### config.mk
export PLATFORM = sky130hd
export DESIGN_NAME = debug_packet_receive_deframer
export DESIGN_NICKNAME = d
export VERILOG_FILES = /design/src/hdl/dprd_pkg.sv /design/src/hdl/debug_packet_receive_deframer.sv
export SDC_FILE = /design/constraint.sdc
export NUM_CORES = 1
export LEC_CHECK = 0
export CAP_MARGIN = 20
export CORE_UTILIZATION = 45
export DETAILED_ROUTE_END_ITERATION = 12
export DONT_BUFFER_PORTS = 1
export GPL_ROUTABILITY_DRIVEN = 1
export GPL_TIMING_DRIVEN = 0
export PLACE_DENSITY = 0.69
export SLEW_MARGIN = 20
export SYNTH_ARGS = -nofsm -noshare
export SYNTH_HDL_FRONTEND = slang
export SYNTH_SLANG_ARGS = --single-unit
### constraint.sdc
create_clock -name clk -period 3.5 [get_ports clk]
set_clock_uncertainty 0.05 [all_clocks]
set_input_delay 0.175 -clock clk [delete_from_list [all_inputs] [get_ports clk]]
set_output_delay 0.175 -clock clk [all_outputs]
set_load 0.005 [all_outputs]
### src/hdl/dprd_pkg.sv
// Package for the debug packet receive deframer.
// Holds character codes, phase codes, result kinds and the hex digit decoder.
// No dependencies.
`default_nettype none

package dprd_pkg;

  localparam int unsigned ByteW  = 8;
  localparam int unsigned KindW  = 2;
  localparam int unsigned PhaseW = 2;
  localparam int unsigned NibW   = 4;

  // Framing and handshake characters
  localparam logic [ByteW-1:0] CH_START = 8'h24;  // '$'
  localparam logic [ByteW-1:0] CH_END   = 8'h23;  // '#'
  localparam logic [ByteW-1:0] CH_ACK   = 8'h2B;  // '+'
  localparam logic [ByteW-1:0] CH_NAK   = 8'h2D;  // '-'

  // Receive phases
  localparam logic [PhaseW-1:0] PH_HUNT = 2'd0;
  localparam logic [PhaseW-1:0] PH_BODY = 2'd1;
  localparam logic [PhaseW-1:0] PH_CKHI = 2'd2;
  localparam logic [PhaseW-1:0] PH_CKLO = 2'd3;

  // Result kinds
  localparam logic [KindW-1:0] KIND_PAYLOAD = 2'd0;
  localparam logic [KindW-1:0] KIND_ACCEPT  = 2'd1;
  localparam logic [KindW-1:0] KIND_REJECT  = 2'd2;

  typedef struct packed {
    logic            ok;
    logic [NibW-1:0] value;
  } hex_t;

  // Decode one ASCII hex digit, either case. A non-hex character decodes as 0.
  function automatic hex_t hex_decode(input logic [ByteW-1:0] c);
    hex_t h;
    h.ok    = 1'b1;
    h.value = '0;
    if (c inside {[8'h30:8'h39]}) begin
      h.value = c[NibW-1:0];
    end else if (c inside {[8'h41:8'h46], [8'h61:8'h66]}) begin
      h.value = c[NibW-1:0] + 4'd9;
    end else begin
      h.ok = 1'b0;
    end
    return h;
  endfunction

endpackage

`default_nettype wire

### src/hdl/debug_packet_receive_deframer.sv
// Debug packet receive deframer, top level.
// Depends on dprd_pkg for character codes, phase codes and hex decoding.
//
// Usage:
//   Input channel (in_valid/in_ready/in_rx_byte) takes one received serial
//   character per transaction. Bytes are dropped until '$'; body bytes then
//   come out as payload transactions (out_kind = payload, out_byte = byte,
//   out_is_command set on the first body byte). '#' closes the body, and
//   after two hex checksum characters one verdict transaction follows:
//   accepted with '+' or rejected with '-'. The opening '$' and the closing
//   '#' make no output; a '$' inside the body is an ordinary body byte.
//   Latency: a result is presented on the out_ channel in the cycle after
//   its input transaction is taken. Throughput: one input byte per cycle;
//   the phase and 8-bit checksum update for a byte is combinational logic
//   between the input handshake and the output register.
//   Stall: the output register holds a pending result while out_ready is
//   low; a new input is taken in the same cycle the pending result leaves
//   (in_ready = !out_valid | out_ready), so input stops only while a result
//   is pending and the receiver stalls.
//   Reset (rst_n low, synchronous): back to hunting for '$', checksum state
//   cleared, no result pending.
`default_nettype none

module debug_packet_receive_deframer (
  input  wire logic                        clk,
  input  wire logic                        rst_n,
  input  wire logic                        in_valid,
  output logic                             in_ready,
  input  wire logic [dprd_pkg::ByteW-1:0]  in_rx_byte,
  output logic                             out_valid,
  input  wire logic                        out_ready,
  output logic [dprd_pkg::KindW-1:0]       out_kind,
  output logic [dprd_pkg::ByteW-1:0]       out_byte,
  output logic                             out_is_command
);

  // Receive state
  logic [dprd_pkg::PhaseW-1:0] phase_r,  phase_nxt;
  logic [dprd_pkg::ByteW-1:0]  sum_r,    sum_nxt;
  logic [dprd_pkg::NibW-1:0]   hi_nib_r, hi_nib_nxt;
  logic                        hi_bad_r, hi_bad_nxt;
  logic                        first_r,  first_nxt;

  // Output register
  logic                        out_valid_r, out_valid_nxt;
  logic [dprd_pkg::KindW-1:0]  kind_r,      kind_nxt;
  logic [dprd_pkg::ByteW-1:0]  byte_r,      byte_nxt;
  logic                        cmd_r,       cmd_nxt;

  logic                        in_fire;
  logic                        res_emit;
  dprd_pkg::hex_t              hex;

  assign in_ready = !out_valid_r || out_ready;
  assign in_fire  = in_valid && in_ready;
  assign hex      = dprd_pkg::hex_decode(in_rx_byte);

  // Per-byte phase step; res_emit marks a byte that produces a result.
  always_comb begin
    phase_nxt  = phase_r;
    sum_nxt    = sum_r;
    hi_nib_nxt = hi_nib_r;
    hi_bad_nxt = hi_bad_r;
    first_nxt  = first_r;
    res_emit   = 1'b0;
    kind_nxt   = kind_r;
    byte_nxt   = byte_r;
    cmd_nxt    = cmd_r;
    if (in_fire) begin
      case (phase_r)
        dprd_pkg::PH_HUNT: begin
          if (in_rx_byte == dprd_pkg::CH_START) begin
            sum_nxt   = '0;
            first_nxt = 1'b1;
            phase_nxt = dprd_pkg::PH_BODY;
          end
        end
        dprd_pkg::PH_BODY: begin
          first_nxt = 1'b0;
          if (in_rx_byte == dprd_pkg::CH_END) begin
            phase_nxt = dprd_pkg::PH_CKHI;
          end else begin
            res_emit = 1'b1;
            kind_nxt = dprd_pkg::KIND_PAYLOAD;
            byte_nxt = in_rx_byte;
            cmd_nxt  = first_r;
            sum_nxt  = sum_r + in_rx_byte;
          end
        end
        dprd_pkg::PH_CKHI: begin
          hi_nib_nxt = hex.value;
          hi_bad_nxt = !hex.ok;
          phase_nxt  = dprd_pkg::PH_CKLO;
        end
        dprd_pkg::PH_CKLO: begin
          res_emit  = 1'b1;
          cmd_nxt   = 1'b0;
          phase_nxt = dprd_pkg::PH_HUNT;
          if (hex.ok && !hi_bad_r && ({hi_nib_r, hex.value} == sum_r)) begin
            kind_nxt = dprd_pkg::KIND_ACCEPT;
            byte_nxt = dprd_pkg::CH_ACK;
          end else begin
            kind_nxt = dprd_pkg::KIND_REJECT;
            byte_nxt = dprd_pkg::CH_NAK;
          end
        end
        default: begin
          phase_nxt = dprd_pkg::PH_HUNT;
        end
      endcase
    end
  end

  // A result is pending after a new one is loaded, or while the old one waits.
  assign out_valid_nxt = res_emit || (out_valid_r && !out_ready);

  always_ff @(posedge clk) begin
    if (!rst_n) begin
      phase_r     <= dprd_pkg::PH_HUNT;
      sum_r       <= '0;
      hi_nib_r    <= '0;
      hi_bad_r    <= 1'b0;
      first_r     <= 1'b0;
      out_valid_r <= 1'b0;
    end else begin
      phase_r     <= phase_nxt;
      sum_r       <= sum_nxt;
      hi_nib_r    <= hi_nib_nxt;
      hi_bad_r    <= hi_bad_nxt;
      first_r     <= first_nxt;
      out_valid_r <= out_valid_nxt;
    end
  end

  // Result payload: loaded only when a result is produced, no reset needed.
  always_ff @(posedge clk) begin
    if (res_emit) begin
      kind_r <= kind_nxt;
      byte_r <= byte_nxt;
      cmd_r  <= cmd_nxt;
    end
  end

  assign out_valid      = out_valid_r;
  assign out_kind       = kind_r;
  assign out_byte       = byte_r;
  assign out_is_command = cmd_r;

  // Checks
  a_verdict_no_cmd: assert property (@(posedge clk) disable iff (!rst_n)
    (out_valid && out_kind != dprd_pkg::KIND_PAYLOAD) |-> !out_is_command)
    else $error("verdict flagged as command letter");

  a_verdict_char: assert property (@(posedge clk) disable iff (!rst_n)
    (out_valid && out_kind == dprd_pkg::KIND_ACCEPT) |-> out_byte == dprd_pkg::CH_ACK)
    else $error("accept verdict without ack character");

  a_start_clears: assert property (@(posedge clk) disable iff (!rst_n)
    (in_fire && phase_r == dprd_pkg::PH_HUNT && in_rx_byte == dprd_pkg::CH_START)
    |=> (first_r && sum_r == '0 && phase_r == dprd_pkg::PH_BODY))
    else $error("start character did not open a packet");

  a_cklo_verdict: assert property (@(posedge clk) disable iff (!rst_n)
    (in_fire && phase_r == dprd_pkg::PH_CKLO)
    |=> (out_valid && phase_r == dprd_pkg::PH_HUNT && out_kind != dprd_pkg::KIND_PAYLOAD))
    else $error("second checksum digit gave no verdict");

  a_hunt_silent: assert property (@(posedge clk) disable iff (!rst_n)
    (in_fire && phase_r == dprd_pkg::PH_HUNT) |-> !res_emit)
    else $error("result while hunting");

endmodule

`default_nettype wire

==> impl_metrics.toml <==
[critical_path]
endpoint_kind = "flip-flop"
cp_max_fo = 4
cpMaxStageDelayCell = "a2111oi_0"
r2r_slack_ps = 1260
cp.arrival_ps = 2340
crit_family = "compound AO/OA/AOI/OAI gates"
start_kind = "flip-flop"
cp_cell_sequence = "ha_1 -> fa_1 -> a21o_1 -> a21oi_1 -> nor4b_1 -> a2111oi_0 -> o31ai_1"
path_buf_inv = 0
cpPeakStageDelay_ps = 440
cp_data_required_time_ps = 3600
crit_type = "flip-flop to flip-flop"

[placed_design]
placed_cell_area_mm2 = 0.00185
place.gp.congestion = 0.871
dp_slack_ps = 1250
portBuffers = 0
hpwl_mm = 2.95

[job]
cap_violations = 0

[power_and_ir_drop]
p_leak_nw = 0.675
ir_drop_uv = 137
p_total_mw = 0.567
intPower_mw = 0.441
powerDensity_mw_per_mm2 = 300
pwr-share-comb = 0.090
switching_share = 0.223
power.net_switching_mw = 0.126
clkPwrFrac = 0.314
pwr-share-seq = 0.596

[global_routing]
grt_max_degree = 16
grt_pass1_vias = 1464
grt_pass1_wl_mm = 6.40
track_usage = 0.193
overflow = 0
antenna_found_initial = 0

[die]
core_mm2 = 0.00374
num_rows = 22
die_w_um = 65.0
start_util = 0.477
ios = 25
fp.dieArea_mm2 = 0.00422
die_h_um = 65.0

[sta]
worstMarginPinSlew_ps = 705
final.setup.tns_ps = 0
whs_ps = 7.49
timing.fmax_ghz = 0.446
maxSlewViolCount = 0
setup-violations-final = 0
max_slew_margin = 0.528
finalCritPeriodShare = 0.640
finalWorstSetupSlack_ps = 1260
fin_crit_ps = 2240
hold_viol = 0
rsz0062_at_grt = "no"

[cts]
cts_tree = "yes"
post_cts_buffers = 0
cts_sinks = 28
insertion_delay_ps = 270
postCtsHoldBufs = 0
clk_pin_slew_ps = 90
cts_resized = 0
clockBufferDepth = 2
root_buffer = "clkbuf_8"
cts_buffers = 3
htreeDepth = 1

[layout]
multi_input_area_mm2 = 0.00106
final-seq-area_um2 = 671
design_area_mm2 = 0.00189
antenna_cells = 0
nets = 220
fillCellCount = 369
area.growth.synth_to_final_pct = 5.89
drive_gt1_frac = 0.109

[routing]
wl_per_cell_um = 15.7
vias = 1452
drcViolationCount = 0
initialDrtViolationCount = 89
drt.antenna.violating_nets = 0
viasPerCell = 6.05
drt_first_pass_iters = 4
wl_mm = 3.77

[yosys]
yosysMostFrequentCell = "dfxtp_1"
yosys-top-cells-area = "dfxtp_1 19%, edfxtp_1 19%, ha_1 9.8%"
synth_area_mm2 = 0.00179
yosys_register_bits = 28
synth_ff_type = "dfxtp_1"
yosys-top-cells-count = "17 x dfxtp_1, 14 x ha_1, 13 x a21oi_1, 13 x nor2_1, 11 x edfxtp_1"
synth.net_count = 215
synth_edf_count = 11
synth_top_cell_by_area = "dfxtp_1"
syn_inst = 188
ys_seq_area_frac = 0.376
ys.warnings.count = 0
ys_types = 53
async_flop_share = 0
synth_top_area_frac = 0.191
avgSynthCellArea_um2 = 9.50

[min_path]
min-delay-path-class = "primary input to flip-flop"

[run_status]
status = "finished, final reports clean"
## layout by cell type (no fill, tap or decap), types with 2 or more instances in the layout
cell	instances
nand3_1	10
clkbuf_1	4
edfxtp_1	11
or3_2	3
o31ai_1	3
nand2_1	9
nor2_1	13
a22oi_1	5
a211o_2	2
dfxtp_1	17
a21oi_1	13
xnor2_1	6
and2_1	3
or2_2	4
nor2b_1	7
nor3_1	6
a2111oi_0	2
clkbuf_8	3
o211ai_1	2
a32oi_1	2
o21bai_1	3
xor2_1	3
nand2b_1	3
ha_1	14
or3_1	2
inv_1	8
a211oi_1	3
o41ai_1	2
o21ai_0	4
## kinds of logic after synthesis
family,after synthesis,share of synthesized area
XOR/XNOR,9,0.0442
adder cells (fa/ha/maj),15,0.109
AND/OR/NAND/NOR,73,0.232
buffers and inverters,13,0.0315
flip-flops,28,0.376
AO/OA/AOI/OAI,50,0.207
## power groups by stage
stage | clock network, mW | registers, mW | logic [mW]
after floorplan | 0 | 0.345 | 0.0415
after global placement | 0 | 0.346 | 0.0481
after detailed placement | 0 | 0.346 | 0.0501
after CTS | 0.180 | 0.338 | 0.0505
after global routing | 0.195 | 0.338 | 0.0571
final | 0.178 | 0.338 | 0.0509
## final cells by class
| cell class | count | area share |
|---|---|---|
| plain buffers | 4 | 0.0119 |
| clock buffers | 4 | 0.0238 |
| inverters | 9 | 0.0179 |
| multi-input cells | 147 | 0.560 |
| flip-flops and latches | 28 | 0.355 |
| well taps | 48 | 0.0318 |
## worst reg2reg max path, delay by kind of cell (launching register included)
kind,cells,cell delay [ps]
AND/OR/NAND/NOR,1,90
AO/OA/AOI/OAI,4,1020
adder cells (fa/ha/maj),2,620
flip-flops,1,350
## stage by stage
stage	instances	utilization
3_5_place_dp	236	0.493
2_1_floorplan	188	-
6_report	240	0.505
5_1_grt	240	0.505
3_3_place_gp	236	0.493
4_1_cts	240	0.505
## final timing paths
check,startpoint,cells after the start,to
max,sum_r[0]$_SDFFE_PN0P_,7,sum_r[6]$_SDFFE_PN0P_
min,rst_n,2,sum_r[6]$_SDFFE_PN0P_
max reg2reg,sum_r[0]$_SDFFE_PN0P_,7,sum_r[6]$_SDFFE_PN0P_
min reg2reg,hi_nib_r[3]$_SDFFE_PN0P_,2,hi_nib_r[3]$_SDFFE_PN0P_
## per-layer routing
metal / vias up / wire length (µm) / global-route usage
met1: 696 / 1660 / 0.223
met3: 2 / 169 / 0.0370
met2: 42 / 1940 / 0.350
li1: 712 / - / -
met4: 0 / 6 / 0.0639
met5: - / 0 / 0
## sequential cells by signal, summed over array words and instances, names as in the netlist
signal          cells
out_byte            8
sum_r               8
hi_nib_r            4
out_kind            2
phase_r             2
first_r             1
hi_bad_r            1
out_is_command      1
out_valid           1
Power figures use the tool's default switching activity.
